## config.mk

```make
export PLATFORM = sky130hd
export DESIGN_NAME = table_top_point_filter
export DESIGN_NICKNAME = d
export VERILOG_FILES = /design/src/sv/tpf_pkg.sv /design/src/sv/tpf_div.sv /design/src/sv/tpf_dp.sv /design/src/sv/tpf_ctrl.sv /design/src/sv/table_top_point_filter.sv
export SDC_FILE = /design/constraint.sdc
export NUM_CORES = 1
export LEC_CHECK = 0
export BUFFER_PORTS_ARGS = -buffer_cell sky130_fd_sc_hd__buf_4
export CAP_MARGIN = 20
export CELL_PAD_IN_SITES_DETAIL_PLACEMENT = 2
export CELL_PAD_IN_SITES_GLOBAL_PLACEMENT = 2
export CORE_MARGIN = 2
export CORE_UTILIZATION = 43
export CTS_CLUSTER_SIZE = 12
export DETAILED_ROUTE_END_ITERATION = 6
export GPL_TIMING_DRIVEN = 0
export PLACE_DENSITY_LB_ADDON = 0.1
export SLEW_MARGIN = 0
export SYNTH_ARGS = -nofsm -noshare
export SYNTH_HDL_FRONTEND = slang
export SYNTH_SLANG_ARGS = --single-unit
```

## constraint.sdc

```tcl
create_clock -name clk_i -period 13.6 [get_ports clk_i]
set_input_delay 1.36 -clock clk_i [delete_from_list [all_inputs] [get_ports clk_i]]
set_output_delay 1.36 -clock clk_i [all_outputs]
set_load 0.02 [all_outputs]
```

## src/sv/tpf_pkg.sv

```systemverilog
// ----------------------------------------------------------------------------
// tpf_pkg
// Shared types, constants and helpers of the table top point filter.
// ----------------------------------------------------------------------------
package tpf_pkg;

  localparam int unsigned MIN_POINTS = 20;
  localparam int unsigned MAX_POINTS = 1048576;

  localparam int unsigned COORD_W    = 16;
  localparam int unsigned CNT_W      = 21;
  localparam int unsigned SUM_W      = 37;
  localparam int unsigned MAG_W      = SUM_W - 1;
  localparam int unsigned QUOT_W     = 16;
  localparam int unsigned STEP_W     = $clog2(QUOT_W);
  localparam int unsigned CFG_IDX_W  = 3;
  localparam int unsigned CFG_DATA_W = 24;

  localparam int unsigned CNT_FIELD_MAX = (1 << CNT_W) - 1;
  localparam int unsigned CNT_LIMIT     =
    (MAX_POINTS < CNT_FIELD_MAX) ? MAX_POINTS : CNT_FIELD_MAX;

  // Register reset values
  localparam logic [23:0]        RST_REF_COLOR  = 24'h000000;
  localparam logic [9:0]         RST_COLOR_TOL  = 10'd765;
  localparam logic signed [15:0] RST_HEIGHT_REF = 16'sd0;
  localparam logic [14:0]        RST_HEIGHT_TOL = 15'd0;
  localparam logic signed [15:0] RST_BOX_LOW    = 16'sh8000;
  localparam logic signed [15:0] RST_BOX_HIGH   = 16'sh7FFF;

  typedef enum logic [CFG_IDX_W-1:0] {
    CFG_REF_COLOR  = 3'd0,
    CFG_COLOR_TOL  = 3'd1,
    CFG_HEIGHT_REF = 3'd2,
    CFG_HEIGHT_TOL = 3'd3,
    CFG_BOX_X_LOW  = 3'd4,
    CFG_BOX_X_HIGH = 3'd5,
    CFG_BOX_Y_LOW  = 3'd6,
    CFG_BOX_Y_HIGH = 3'd7
  } cfg_idx_e;

  typedef enum logic [2:0] {
    ST_ACCUM,
    ST_CHECK,
    ST_DIV_X,
    ST_DIV_Y,
    ST_DIV_Z,
    ST_PUBLISH
  } state_e;

  typedef enum logic [1:0] {
    AXIS_X,
    AXIS_Y,
    AXIS_Z
  } axis_e;

  typedef struct packed {
    logic signed [COORD_W-1:0] point_x;
    logic signed [COORD_W-1:0] point_y;
    logic signed [COORD_W-1:0] point_z;
    logic [7:0]                red;
    logic [7:0]                green;
    logic [7:0]                blue;
    logic                      frame_end;
  } point_t;

  typedef struct packed {
    logic                      table_found;
    logic [CNT_W-1:0]          kept_count;
    logic signed [COORD_W-1:0] centroid_x;
    logic signed [COORD_W-1:0] centroid_y;
    logic signed [COORD_W-1:0] centroid_z;
  } result_t;

  typedef struct packed {
    logic  accept;
    logic  div_start;
    axis_e start_axis;
    logic  div_latch;
    axis_e latch_axis;
    logic  load_out;
  } cmd_t;

  typedef struct packed {
    logic frame_end;
    logic found;
    logic div_done;
    logic out_valid;
  } status_t;

  function automatic logic [7:0] abs_diff8(input logic [7:0] a, input logic [7:0] b);
    return (a > b) ? (a - b) : (b - a);
  endfunction

endpackage

```

## src/sv/tpf_div.sv

```systemverilog
// ----------------------------------------------------------------------------
// tpf_div
// Restoring divider: signed sum over unsigned count, one quotient bit a cycle.
// ----------------------------------------------------------------------------
module tpf_div (
  input  logic                                clk_i,
  input  logic                                rst_ni,
  input  logic                                start_i,
  input  logic signed [tpf_pkg::SUM_W-1:0]    dividend_i,
  input  logic [tpf_pkg::CNT_W-1:0]           divisor_i,  // hold stable while busy
  output logic                                done_o,
  output logic signed [tpf_pkg::QUOT_W-1:0]   quot_o
);

  logic [tpf_pkg::SUM_W-1:0]  mag;
  logic [tpf_pkg::CNT_W-1:0]  rem_q, rem_d;
  logic [tpf_pkg::QUOT_W-1:0] lo_q, lo_d;
  logic [tpf_pkg::STEP_W-1:0] cnt_q, cnt_d;
  logic                       busy_q, busy_d;
  logic                       done_q, done_d;
  logic                       neg_q, neg_d;
  logic [tpf_pkg::CNT_W:0]    trial;
  logic [tpf_pkg::CNT_W:0]    diff;
  logic                       fits;

  assign mag   = dividend_i[tpf_pkg::SUM_W-1] ? (-dividend_i) : dividend_i;
  assign trial = {rem_q, lo_q[tpf_pkg::QUOT_W-1]};
  assign diff  = trial - {1'b0, divisor_i};
  assign fits  = trial >= {1'b0, divisor_i};

  // The quotient magnitude stays below 2^QUOT_W, so the upper dividend bits
  // start out below the divisor and only QUOT_W steps are needed.
  always_comb begin
    rem_d  = rem_q;
    lo_d   = lo_q;
    cnt_d  = cnt_q;
    busy_d = busy_q;
    done_d = 1'b0;
    neg_d  = neg_q;
    if (start_i) begin
      rem_d  = tpf_pkg::CNT_W'(mag[tpf_pkg::MAG_W-1:tpf_pkg::QUOT_W]);
      lo_d   = mag[tpf_pkg::QUOT_W-1:0];
      cnt_d  = tpf_pkg::STEP_W'(tpf_pkg::QUOT_W - 1);
      busy_d = 1'b1;
      neg_d  = dividend_i[tpf_pkg::SUM_W-1];
    end else if (busy_q) begin
      rem_d = fits ? diff[tpf_pkg::CNT_W-1:0] : trial[tpf_pkg::CNT_W-1:0];
      lo_d  = {lo_q[tpf_pkg::QUOT_W-2:0], fits};
      cnt_d = cnt_q - 1'b1;
      if (cnt_q == '0) begin
        busy_d = 1'b0;
        done_d = 1'b1;
      end
    end
  end

  always_ff @(posedge clk_i or negedge rst_ni) begin
    if (!rst_ni) begin
      busy_q <= 1'b0;
      done_q <= 1'b0;
      cnt_q  <= '0;
    end else begin
      busy_q <= busy_d;
      done_q <= done_d;
      cnt_q  <= cnt_d;
    end
  end

  always_ff @(posedge clk_i) begin
    rem_q <= rem_d;
    lo_q  <= lo_d;
    neg_q <= neg_d;
  end

  assign done_o = done_q;
  assign quot_o = neg_q ? $signed(-lo_q) : $signed(lo_q);

endmodule

```

## src/sv/tpf_dp.sv

```systemverilog
// ----------------------------------------------------------------------------
// tpf_dp
// Datapath: configuration registers, point test, accumulators, divider and
// result register.
// ----------------------------------------------------------------------------
module tpf_dp (
  input  logic                              clk_i,
  input  logic                              rst_ni,
  input  logic                              cfg_we_i,
  input  logic [tpf_pkg::CFG_IDX_W-1:0]     cfg_idx_i,
  input  logic [tpf_pkg::CFG_DATA_W-1:0]    cfg_wdata_i,
  input  tpf_pkg::point_t                   in_data_i,
  input  logic                              out_ready_i,
  input  tpf_pkg::cmd_t                     cmd_i,
  output tpf_pkg::status_t                  status_o,
  output logic                              out_valid_o,
  output tpf_pkg::result_t                  out_data_o
);

  logic [23:0]        ref_color_q;
  logic [9:0]         color_tol_q;
  logic signed [15:0] height_ref_q;
  logic [14:0]        height_tol_q;
  logic signed [15:0] x_lo_q, x_hi_q, y_lo_q, y_hi_q;

  logic [tpf_pkg::CNT_W-1:0]         cnt_q, cnt_d;
  logic signed [tpf_pkg::SUM_W-1:0]  sum_x_q, sum_x_d;
  logic signed [tpf_pkg::SUM_W-1:0]  sum_y_q, sum_y_d;
  logic signed [tpf_pkg::SUM_W-1:0]  sum_z_q, sum_z_d;
  logic signed [tpf_pkg::COORD_W-1:0] cx_q, cy_q, cz_q;
  tpf_pkg::result_t                  out_q, out_d;
  logic                              out_valid_q, out_valid_d;

  logic signed [16:0]                dz;
  logic [16:0]                       dz_neg;
  logic [15:0]                       dz_abs;
  logic [9:0]                        rgb_dist;
  logic                              keep;
  logic                              room;
  logic                              found;
  logic signed [tpf_pkg::SUM_W-1:0]  div_dividend;
  logic                              div_done;
  logic signed [tpf_pkg::QUOT_W-1:0] div_quot;

  // Configuration writes
  always_ff @(posedge clk_i or negedge rst_ni) begin
    if (!rst_ni) begin
      ref_color_q  <= tpf_pkg::RST_REF_COLOR;
      color_tol_q  <= tpf_pkg::RST_COLOR_TOL;
      height_ref_q <= tpf_pkg::RST_HEIGHT_REF;
      height_tol_q <= tpf_pkg::RST_HEIGHT_TOL;
      x_lo_q       <= tpf_pkg::RST_BOX_LOW;
      x_hi_q       <= tpf_pkg::RST_BOX_HIGH;
      y_lo_q       <= tpf_pkg::RST_BOX_LOW;
      y_hi_q       <= tpf_pkg::RST_BOX_HIGH;
    end else if (cfg_we_i) begin
      unique case (tpf_pkg::cfg_idx_e'(cfg_idx_i))
        tpf_pkg::CFG_REF_COLOR:  ref_color_q  <= cfg_wdata_i[23:0];
        tpf_pkg::CFG_COLOR_TOL:  color_tol_q  <= cfg_wdata_i[9:0];
        tpf_pkg::CFG_HEIGHT_REF: height_ref_q <= $signed(cfg_wdata_i[15:0]);
        tpf_pkg::CFG_HEIGHT_TOL: height_tol_q <= cfg_wdata_i[14:0];
        tpf_pkg::CFG_BOX_X_LOW:  x_lo_q       <= $signed(cfg_wdata_i[15:0]);
        tpf_pkg::CFG_BOX_X_HIGH: x_hi_q       <= $signed(cfg_wdata_i[15:0]);
        tpf_pkg::CFG_BOX_Y_LOW:  y_lo_q       <= $signed(cfg_wdata_i[15:0]);
        tpf_pkg::CFG_BOX_Y_HIGH: y_hi_q       <= $signed(cfg_wdata_i[15:0]);
        default: ;
      endcase
    end
  end

  // Point test
  assign dz     = {in_data_i.point_z[15], in_data_i.point_z}
                - {height_ref_q[15], height_ref_q};
  assign dz_neg = -dz;
  assign dz_abs = dz[16] ? dz_neg[15:0] : dz[15:0];

  assign rgb_dist = 10'(tpf_pkg::abs_diff8(in_data_i.red,   ref_color_q[23:16]))
                  + 10'(tpf_pkg::abs_diff8(in_data_i.green, ref_color_q[15:8]))
                  + 10'(tpf_pkg::abs_diff8(in_data_i.blue,  ref_color_q[7:0]));

  assign keep = (dz_abs < {1'b0, height_tol_q})
             && (rgb_dist < color_tol_q)
             && (in_data_i.point_x > x_lo_q) && (in_data_i.point_x < x_hi_q)
             && (in_data_i.point_y > y_lo_q) && (in_data_i.point_y < y_hi_q);

  assign room  = cnt_q < tpf_pkg::CNT_W'(tpf_pkg::CNT_LIMIT);
  assign found = cnt_q >= tpf_pkg::CNT_W'(tpf_pkg::MIN_POINTS);

  // Accumulators: advance on a kept point while below the count limit, clear once the result is loaded
  always_comb begin
    cnt_d   = cnt_q;
    sum_x_d = sum_x_q;
    sum_y_d = sum_y_q;
    sum_z_d = sum_z_q;
    if (cmd_i.load_out) begin
      cnt_d   = '0;
      sum_x_d = '0;
      sum_y_d = '0;
      sum_z_d = '0;
    end else if (cmd_i.accept && keep && room) begin
      cnt_d   = cnt_q + 1'b1;
      sum_x_d = sum_x_q + tpf_pkg::SUM_W'(in_data_i.point_x);
      sum_y_d = sum_y_q + tpf_pkg::SUM_W'(in_data_i.point_y);
      sum_z_d = sum_z_q + tpf_pkg::SUM_W'(in_data_i.point_z);
    end
  end

  always_ff @(posedge clk_i or negedge rst_ni) begin
    if (!rst_ni) begin
      cnt_q   <= '0;
      sum_x_q <= '0;
      sum_y_q <= '0;
      sum_z_q <= '0;
    end else begin
      cnt_q   <= cnt_d;
      sum_x_q <= sum_x_d;
      sum_y_q <= sum_y_d;
      sum_z_q <= sum_z_d;
    end
  end

  // Shared divider, one axis at a time
  always_comb begin
    unique case (cmd_i.start_axis)
      tpf_pkg::AXIS_X: div_dividend = sum_x_q;
      tpf_pkg::AXIS_Y: div_dividend = sum_y_q;
      default:         div_dividend = sum_z_q;
    endcase
  end

  tpf_div u_div (
    .clk_i      (clk_i),
    .rst_ni     (rst_ni),
    .start_i    (cmd_i.div_start),
    .dividend_i (div_dividend),
    .divisor_i  (cnt_q),
    .done_o     (div_done),
    .quot_o     (div_quot)
  );

  always_ff @(posedge clk_i) begin
    if (cmd_i.div_latch) begin
      unique case (cmd_i.latch_axis)
        tpf_pkg::AXIS_X: cx_q <= div_quot;
        tpf_pkg::AXIS_Y: cy_q <= div_quot;
        default:         cz_q <= div_quot;
      endcase
    end
  end

  // Result register
  always_comb begin
    out_d       = out_q;
    out_valid_d = out_valid_q;
    if (out_ready_i) begin
      out_valid_d = 1'b0;
    end
    if (cmd_i.load_out) begin
      out_valid_d       = 1'b1;
      out_d.table_found = found;
      out_d.kept_count  = cnt_q;
      out_d.centroid_x  = found ? cx_q : '0;
      out_d.centroid_y  = found ? cy_q : '0;
      out_d.centroid_z  = found ? cz_q : '0;
    end
  end

  always_ff @(posedge clk_i or negedge rst_ni) begin
    if (!rst_ni) begin
      out_valid_q <= 1'b0;
    end else begin
      out_valid_q <= out_valid_d;
    end
  end

  always_ff @(posedge clk_i) begin
    out_q <= out_d;
  end

  assign status_o.frame_end = in_data_i.frame_end;
  assign status_o.found     = found;
  assign status_o.div_done  = div_done;
  assign status_o.out_valid = out_valid_q;

  assign out_valid_o = out_valid_q;
  assign out_data_o  = out_q;

endmodule

```

## src/sv/tpf_ctrl.sv

```systemverilog
// ----------------------------------------------------------------------------
// tpf_ctrl
// Controller: point intake, centroid division sequence and result handoff.
// ----------------------------------------------------------------------------
module tpf_ctrl (
  input  logic              clk_i,
  input  logic              rst_ni,
  input  logic              in_valid_i,
  input  logic              out_ready_i,
  input  tpf_pkg::status_t  status_i,
  output logic              in_ready_o,
  output tpf_pkg::cmd_t     cmd_o
);

  tpf_pkg::state_e state_q, state_d;
  logic            accept;
  logic            slot_free;

  assign accept    = in_valid_i && (state_q == tpf_pkg::ST_ACCUM);
  assign slot_free = !status_i.out_valid || out_ready_i;

  always_comb begin
    state_d = state_q;
    unique case (state_q)
      tpf_pkg::ST_ACCUM: begin
        if (accept && status_i.frame_end) state_d = tpf_pkg::ST_CHECK;
      end
      tpf_pkg::ST_CHECK: begin
        state_d = status_i.found ? tpf_pkg::ST_DIV_X : tpf_pkg::ST_PUBLISH;
      end
      tpf_pkg::ST_DIV_X: begin
        if (status_i.div_done) state_d = tpf_pkg::ST_DIV_Y;
      end
      tpf_pkg::ST_DIV_Y: begin
        if (status_i.div_done) state_d = tpf_pkg::ST_DIV_Z;
      end
      tpf_pkg::ST_DIV_Z: begin
        if (status_i.div_done) state_d = tpf_pkg::ST_PUBLISH;
      end
      tpf_pkg::ST_PUBLISH: begin
        if (slot_free) state_d = tpf_pkg::ST_ACCUM;
      end
      default: state_d = tpf_pkg::ST_ACCUM;
    endcase
  end

  always_comb begin
    in_ready_o       = 1'b0;
    cmd_o.accept     = 1'b0;
    cmd_o.div_start  = 1'b0;
    cmd_o.start_axis = tpf_pkg::AXIS_X;
    cmd_o.div_latch  = 1'b0;
    cmd_o.latch_axis = tpf_pkg::AXIS_X;
    cmd_o.load_out   = 1'b0;
    unique case (state_q)
      tpf_pkg::ST_ACCUM: begin
        in_ready_o   = 1'b1;
        cmd_o.accept = accept;
      end
      tpf_pkg::ST_CHECK: begin
        cmd_o.div_start  = status_i.found;
        cmd_o.start_axis = tpf_pkg::AXIS_X;
      end
      tpf_pkg::ST_DIV_X: begin
        cmd_o.div_latch  = status_i.div_done;
        cmd_o.latch_axis = tpf_pkg::AXIS_X;
        cmd_o.div_start  = status_i.div_done;
        cmd_o.start_axis = tpf_pkg::AXIS_Y;
      end
      tpf_pkg::ST_DIV_Y: begin
        cmd_o.div_latch  = status_i.div_done;
        cmd_o.latch_axis = tpf_pkg::AXIS_Y;
        cmd_o.div_start  = status_i.div_done;
        cmd_o.start_axis = tpf_pkg::AXIS_Z;
      end
      tpf_pkg::ST_DIV_Z: begin
        cmd_o.div_latch  = status_i.div_done;
        cmd_o.latch_axis = tpf_pkg::AXIS_Z;
        cmd_o.start_axis = tpf_pkg::AXIS_Z;
      end
      tpf_pkg::ST_PUBLISH: begin
        cmd_o.load_out = slot_free;
      end
      default: ;
    endcase
  end

  always_ff @(posedge clk_i or negedge rst_ni) begin
    if (!rst_ni) begin
      state_q <= tpf_pkg::ST_ACCUM;
    end else begin
      state_q <= state_d;
    end
  end

endmodule

```

## src/sv/table_top_point_filter.sv

```systemverilog
// ----------------------------------------------------------------------------
// table_top_point_filter
// Keeps colored 3D points near a reference height and color inside a box,
// counts and sums them, and reports the centroid at each frame end.
// ----------------------------------------------------------------------------
//
//   Channel   Handshake                  Payload
//   -------   ------------------------   --------------------------------
//   in        in_valid_i / in_ready_o    in_data_i   (tpf_pkg::point_t)
//   out       out_valid_o / out_ready_i  out_data_o  (tpf_pkg::result_t)
//   cfg       cfg_we_i (no wait)         cfg_idx_i, cfg_wdata_i
//
// An ordinary point is tested and accumulated in the cycle of its transfer.
// A frame-end transfer holds intake through a check state, three divides on
// the shared restoring divider (x, y, z) and a publish state; with too few
// points kept only check and publish run. Publish waits for a free output
// register, so a result not yet taken stalls intake at the next frame end.
// Reset clears the accumulators, the controller and the output valid, and
// loads the default configuration.
// ----------------------------------------------------------------------------
module table_top_point_filter (
  input  logic                             clk_i,
  input  logic                             rst_ni,
  input  logic                             cfg_we_i,
  input  logic [tpf_pkg::CFG_IDX_W-1:0]    cfg_idx_i,
  input  logic [tpf_pkg::CFG_DATA_W-1:0]   cfg_wdata_i,
  input  logic                             in_valid_i,
  output logic                             in_ready_o,
  input  tpf_pkg::point_t                  in_data_i,
  output logic                             out_valid_o,
  input  logic                             out_ready_i,
  output tpf_pkg::result_t                 out_data_o
);

  tpf_pkg::cmd_t    cmd;
  tpf_pkg::status_t status;

  // Sequence intake, division and result handoff
  tpf_ctrl u_ctrl (
    .clk_i       (clk_i),
    .rst_ni      (rst_ni),
    .in_valid_i  (in_valid_i),
    .out_ready_i (out_ready_i),
    .status_i    (status),
    .in_ready_o  (in_ready_o),
    .cmd_o       (cmd)
  );

  // Hold configuration, test points, accumulate, divide and register results
  tpf_dp u_dp (
    .clk_i       (clk_i),
    .rst_ni      (rst_ni),
    .cfg_we_i    (cfg_we_i),
    .cfg_idx_i   (cfg_idx_i),
    .cfg_wdata_i (cfg_wdata_i),
    .in_data_i   (in_data_i),
    .out_ready_i (out_ready_i),
    .cmd_i       (cmd),
    .status_o    (status),
    .out_valid_o (out_valid_o),
    .out_data_o  (out_data_o)
  );

  // A frame-end transfer must stop intake until its result is built
  assert property (@(posedge clk_i) disable iff (!rst_ni)
    (in_valid_i && in_ready_o && in_data_i.frame_end) |=> !in_ready_o)
    else $error("intake not paused after frame end");

  // A reported table carries at least the minimum count
  assert property (@(posedge clk_i) disable iff (!rst_ni)
    (out_valid_o && out_data_o.table_found)
      |-> (out_data_o.kept_count >= tpf_pkg::CNT_W'(tpf_pkg::MIN_POINTS)))
    else $error("table found with too few points");

  // No table means a zero centroid
  assert property (@(posedge clk_i) disable iff (!rst_ni)
    (out_valid_o && !out_data_o.table_found)
      |-> (out_data_o.centroid_x == '0 && out_data_o.centroid_y == '0
           && out_data_o.centroid_z == '0))
    else $error("nonzero centroid without table");

  // Division and result loading never overlap with point transfers
  assert property (@(posedge clk_i) disable iff (!rst_ni)
    (cmd.div_start || cmd.load_out) |-> !in_ready_o)
    else $error("command issued while taking points");

endmodule

```

; Word-level counts from Yosys, hierarchy flattened
; Cells that the tools add are included.
[word_totals]
regBits = 427
wordCells = 156
inputBits = 105
output_inout_bits = 72
[op_classes]
add_sub_neg = 18
n_eq_ne = 19
order_cmp = 12
bitwise = 1
n_reduce_logical = 34
n_mux = 43
[op_table]
columns = op, count
row1 = 2-to-1 mux 37 bit, 6
row2 = adder 37 x 16 -> 37 bit, 3
row3 = one-hot mux 37 bit (2 select lines), 1
row4 = 2-to-1 mux 16 bit, 4
row5 = 2-to-1 mux 21 bit, 3
row6 = subtractor 8 bit, 6
row7 = 2-to-1 mux 20 bit, 2
row8 = 2-to-1 mux 36 bit, 1
row9 = negator 36 bit, 1
row10 = > comparator 16 bit, 2
row11 = < comparator 16 bit, 2
row12 = negator 16 bit, 2
row13 = > comparator 8 bit, 3
row14 = 2-to-1 mux 8 bit, 3
row15 = >= comparator 22 x 21 -> 1 bit, 1
row16 = AND reduction 2 bit, 11
row17 = "adder 21 x 1 -> 21 bit, second input constant", 1
row18 = ">= comparator 21 x 5 -> 1 bit, second input constant", 1
row19 = "< comparator 21 bit, second input constant", 1
row20 = subtractor 21 bit, 1
row21 = "== test 3 bit, second input constant", 6
row22 = 2-to-1 mux 3 bit, 6
row23 = one-hot mux 3 bit (6 select lines), 1
row24 = subtractor 16 x 16 -> 17 bit, 1
row25 = 25 further kinds, 58

; Logic depth before layout (Yosys ltp)
[logic_depth]
depth_word = 14
mapped_depth = 38
mapped_depth_nobuf = 34

; Modules after synthesis
; From an unflattened synthesis, not the netlist that was laid out.
[hier_totals]
cells_unflattened = 3350
area_unflattened_um2 = 30629.4
[modules_own_cells]
columns = mod, instances, cells_each, seq_area_each_um2, area_each_um2
row1 = tpf_dp, 1, 2822, 10149.7, 26080.0
row2 = tpf_div, 1, 488, 1281.2, 4209.0
row3 = tpf_ctrl, 1, 40, 75.1, 340.3

; Worst setup path after synthesis
; No wires, ideal clock.
[synth_path]
kind = input -> register
start = input in_data_i[9] (netlist bit)
end = register u_dp.sum_x_q[30] (netlist bit)
stages = 36
path_buffers = 4
path_slack_ns = 5.527
arrival_ns = 8.008
t_required_ns = 13.535
setup_time_ns = 0.065
cell_sequence = inv_1 ha_1 inv_1 fa_1 a21o_1 a21oi_1 o21ai_0 o22a_1 clkbuf_1 clkbuf_1 mux2_2 inv_1 fa_1 inv_1 ha_1 a21o_1 a21oi_1 o21bai_1 a21oi_1 o21bai_1 a21oi_1 nor2b_1 o21a_1 ha_1 nor4b_1 nand4_1 a31oi_1 nand2_1 or4_1 or4_1 nor4_1 o311ai_4 buf_6 buf_8 a2111o_1 nand2_1
[synth_between]
elab_chain_cells = 13
word_cells_on_any_way = 15
classes_between = add/sub: 4 / order compare: 2 / mux: 1 / reduce/logical: 8
[synth_lines]
columns = element, line
row1 = "start, declared", table_top_point_filter.sv:29  ; input tpf_pkg::point_t in_data_i,
row2 = subtractor 8 bit or > comparator 8 bit (tied branches), tpf_pkg.sv:92  ; return (a > b) ? (a - b) : (b - a);
row3 = 2-to-1 mux 8 bit *, tpf_pkg.sv:92
row4 = adder 8 x 8 -> 9 bit *, tpf_dp.sv:78  ; + 10'(tpf_pkg::abs_diff8(in_data_i.green, ref_color_q[15:8]))
row5 = adder 10 x 8 -> 10 bit *, tpf_dp.sv:79  ; + 10'(tpf_pkg::abs_diff8(in_data_i.blue, ref_color_q[7:0]));
row6 = < comparator 10 bit *, tpf_dp.sv:82  ; && (rgb_dist < color_tol_q)
row7 = logical AND 1 bit *, tpf_dp.sv:82
row8 = logical AND 1 bit * (2 in a row), tpf_dp.sv:83  ; && (in_data_i.point_x > x_lo_q) && (in_data_i.point_x < x_hi_q)
row9 = logical AND 1 bit * (2 in a row), tpf_dp.sv:84  ; && (in_data_i.point_y > y_lo_q) && (in_data_i.point_y < y_hi_q);
row10 = logical AND 1 bit * (2 in a row), tpf_dp.sv:100  ; end else if (cmd_i.accept && keep && room) begin
row11 = nonzero test 2 bit (no line) *, n/a
row12 = "end signal, assigned", tpf_dp.sv:116  ; sum_x_q <= sum_x_d;
row13 = "end, declared", tpf_dp.sv:27  ; logic signed [tpf_pkg::SUM_W-1:0] sum_x_q, sum_x_d;
; Mark *: on every way between the ends. The rest lies on a longest branch, timed or not.
; A chain may end at the register's enable or synchronous reset.

; Worst setup path in the final report
[layout_path]
start = input in_data_i[17] (netlist bit)
end = register u_dp.cnt_q[1] (netlist bit)
[layout_between]
elab_chain_cells = 13
word_cells_on_any_way = 15
classes_between = add/sub: 4 / order compare: 2 / mux: 1 / reduce/logical: 8
[layout_lines]
columns = element, line
row1 = subtractor 8 bit or > comparator 8 bit (tied branches), tpf_pkg.sv:92
row2 = 2-to-1 mux 8 bit *, tpf_pkg.sv:92
row3 = adder 8 x 8 -> 9 bit *, tpf_dp.sv:78
row4 = adder 10 x 8 -> 10 bit *, tpf_dp.sv:79
row5 = < comparator 10 bit *, tpf_dp.sv:82
row6 = logical AND 1 bit *, tpf_dp.sv:82
row7 = logical AND 1 bit * (2 in a row), tpf_dp.sv:83
row8 = logical AND 1 bit * (2 in a row), tpf_dp.sv:84
row9 = logical AND 1 bit * (2 in a row), tpf_dp.sv:100
row10 = nonzero test 2 bit (no line) *, n/a
row11 = "end signal, assigned", tpf_dp.sv:115  ; cnt_q <= cnt_d;
row12 = "end, declared", tpf_dp.sv:26  ; logic [tpf_pkg::CNT_W-1:0] cnt_q, cnt_d;
; Marked as above.

==> results.md <==
- Largest net degree at the start of global routing: 104
- Area Overhead vs Synth: 14.5%
- DRC Markers: 0
- Routed len/inst: 27.6 um
- Final Non-Filler Cells: 4680
- Register area share after synthesis: 0.367
- Lkg Pwr: 15.6 nW
- Critical Path Start Type: input pin
- PwrDens: 224 nW/um^2
- Setup_tns: 0 ns
- Dpl hpwl: 97.8 mm
- Setup Buffers After CTS: 0
- Crit path arrival time: 10.34 ns
- Detailed Routing Iterations Pass 1: 5
- Die X: 274 um
- Hold Crit Class: flop to flop
- Data required time at the worst endpoint: 14.08 ns
- Relative slew slack: 0.241
- Hold_buf cts: 0
- CP endpoint kind: flop
- H-tree level count: 2
- CP max stage cell: nor4_1
- Pint: 4.29 mW
- CTS Buf Count: 53
- Clk network pwr share: 0.193
- Clk_skew: 0.0340 ns
- Combinational power share: 0.559
- Cell area after layout: 35900 um^2
- Unrepaired setup endpoints after global routing: false
- Max-Cap Viols: 0
- Post-synthesis register bit count: 427
- Post-Syn Area per Cell: 9.11 um^2
- Part of the cycle the worst path needs: 0.725
- Routed WL: 129 mm
- Final Setup Violations: 0
- Syn_nets: 3856
- Maximum vdd drop: 133 uV
- Fin. max-slew vios: 0
- Ratio of cells with drive above 1 in the final layout: 0.120
- Placement row count: 99
- GRT Util Overall: 0.341
- P_sw: 3.75 mW
- Share of synthesized registers carrying an async set or reset: 0.635
- TritonCTS clock tree: built
- Clk Latency, worst-skew pair: 0.66 ns
- Core region area: 72600 um^2
- First-pass GRT wire length: 197 mm
- PortBufs: 172
- DP Cell Count: 4578
- Slew @ Worst Pin: 1.14 ns
- Placement Cell Area: 34000 um^2
- Final Hold Fails: 0
- Status: complete, no violations
- Max Fanout on Critical Path: 10
- Sequential Power Share: 0.249
- Area of the die: 75100 um^2
- Yosys warning total: 0
- Nets: 4092
- Switching Share: 0.466
- GRT overflow: 0
- CP peak stage delay: 0.79 ns
- Predominant post-synthesis flop cell: dfrtp_1
- Routability Congestion: 0.934
- Number of global-route vias before repair: 32169
- Clock slew at reported path FFs: 0.06 ns
- Initial core utilization: 0.432
- Cells after synthesis: 3441
- Number of synthesized flops with an enable pin: 155
- Via Count: 28326
- Ant. Diodes: 0
- Post_cts resized: 0
- Cell area after synthesis: 31400 um^2
- Die Ht: 274 um
- Clk root buf: clkbuf_16
- Routed vias/inst: 6.05
- Worst setup path class: input pin to flop
- Clk sinks: 427
- Unique cell type count in the Yosys netlist: 89
- Routed Antenna Nets: 0
- Fmax: 0.101 GHz
- Initial antenna violation count: 1
- DRT iter0 DRCs: 1436
- Tmin final: 9.86 ns
- Clock Path Buffers: 3
- IO Pins: 177
-- Yosys cell counts (all sizes together), types with 73 or more instances --
cell type    n  area [um^2]
a21oi      230         1150
nand3      157          786
inv        276         1040
xnor2      128         1120
nor2       195          732
ha         297         3720
nor2b       91          569
mux2        73          822
nand2      234          878
dfrtp      231         5780
o21ai      351         1770
xor2        81          709
clkbuf     113          429
edfxtp     155         4650
-- worst max-delay path, delay by kind of cell --
family                   cells  cell delay, ns
AO/OA/AOI/OAI               14            2.96
AND/OR/NAND/NOR              8            2.34
buffers and inverters        9            1.90
adder cells (fa/ha/maj)      5            1.31
multiplexers                 1            0.47
-- power by group through the flow --
stage	Clock, mW	Sequential, mW	Combinational [mW]
floorplan	0	1.85	3.00
global placement	0	1.98	3.99
detailed placement	0	2.01	4.34
CTS	1.57	1.99	4.46
global route	1.60	2.01	4.91
finish	1.55	2.00	4.49
-- placed cells by master (no fill, tap or decap), types with 69 or more instances in the layout --
| cell type | Yosys | routed |
|---|---|---|
| nor2_1 | 195 | 195 |
| xor2_1 | 81 | 81 |
| ha_1 | 297 | 297 |
| o21ai_0 | 280 | 280 |
| dfrtp_1 | 231 | 231 |
| xnor2_1 | 128 | 128 |
| clkbuf_1 | 109 | 123 |
| nand2_1 | 234 | 234 |
| a21oi_1 | 230 | 230 |
| a21o_1 | 69 | 69 |
| nor2b_1 | 91 | 91 |
| mux2_2 | 73 | 73 |
| o21ai_1 | 70 | 70 |
| edfxtp_1 | 155 | 155 |
| buf_4 | 2 | 173 |
| nand3_1 | 157 | 157 |
| inv_1 | 276 | 276 |
-- final timing paths --
kind	slack [ns]	cells past startpoint	to	from
setup / recovery	3.74	37	u_dp.cnt_q[1]	in_data_i[17]
hold / removal	0.51	1	u_dp.height_tol_q[4]	u_dp.height_tol_q[4]
setup reg to reg	4.18	33	u_dp.cnt_q[1]	u_dp.ref_color_q[19]
hold reg to reg	0.51	1	u_dp.height_tol_q[4]	u_dp.height_tol_q[4]
max in group asynchronous	11.41	3	u_dp.x_lo_q[15]	rst_ni
min in group asynchronous	0.75	1	u_dp.sum_z_q[25]	rst_ni
-- logic make-up after synthesis --
group | after synthesis | share of synthesized area
compound gates | 982 | 0.195
simple gates | 982 | 0.157
flops | 427 | 0.367
buf+inv | 421 | 0.0542
fa+ha+maj | 310 | 0.127
xor+xnor | 209 | 0.0584
mux | 110 | 0.0420
-- sequential cells by signal (all words and copies together) (netlist names) --
signal             flops
u_ctrl.state_q         3
u_dp.cnt_q            21
u_dp.color_tol_q      10
u_dp.cx_q             16
u_dp.cy_q             16
u_dp.cz_q             16
u_dp.height_ref_q     16
u_dp.height_tol_q     15
u_dp.out_data_o       70
u_dp.out_valid_o       1
u_dp.ref_color_q      24
u_dp.sum_x_q          37
u_dp.sum_y_q          37
u_dp.sum_z_q          37
u_dp.u_div.busy_q      1
u_dp.u_div.cnt_q       4
u_dp.u_div.done_o      1
u_dp.u_div.lo_q       16
u_dp.u_div.neg_q       1
u_dp.u_div.rem_q      21
u_dp.x_hi_q           16
u_dp.x_lo_q           16
u_dp.y_hi_q           16
u_dp.y_lo_q           16
-- metal layers --
metal | vias up | track usage | share of wire
li1 | 12875 | - | -
met3 | 302 | 0.0358 | 0.032
met5 | - | 0 | 0
met1 | 14519 | 0.388 | 0.39
met4 | 0 | 0.168 | 0.053
met2 | 630 | 0.632 | 0.52
-- stage by stage --
step / utilization / power [mW] / hold WS, ns / worst slack (ns)
final: 0.495 / 8.04 / 0.510 / 3.74
after global placement: 0.466 / 5.97 / 0.488 / 3.80
after global routing: 0.495 / 8.52 / 0.528 / 3.35
after CTS: 0.494 / 8.02 / 0.511 / 3.82
after floorplan: - / 4.84 / 0.474 / 5.53
after detailed placement: 0.468 / 6.35 / 0.498 / 3.30
-- cell type report --
| class | count | area (um^2) |
|---|---|---|
| Clock inverter | 22 | 367 |
| Inverter | 277 | 1040 |
| Timing Repair Buffer | 181 | 1450 |
| Multi-Input combinational cell | 2593 | 18200 |
| Sequential cell | 427 | 11500 |
| Clock buffer | 77 | 1510 |
| Tap cell | 959 | 1200 |
| Buffer | 144 | 664 |
| Fill cell | 7828 | 36700 |
Power figures use the tool's default switching activity.
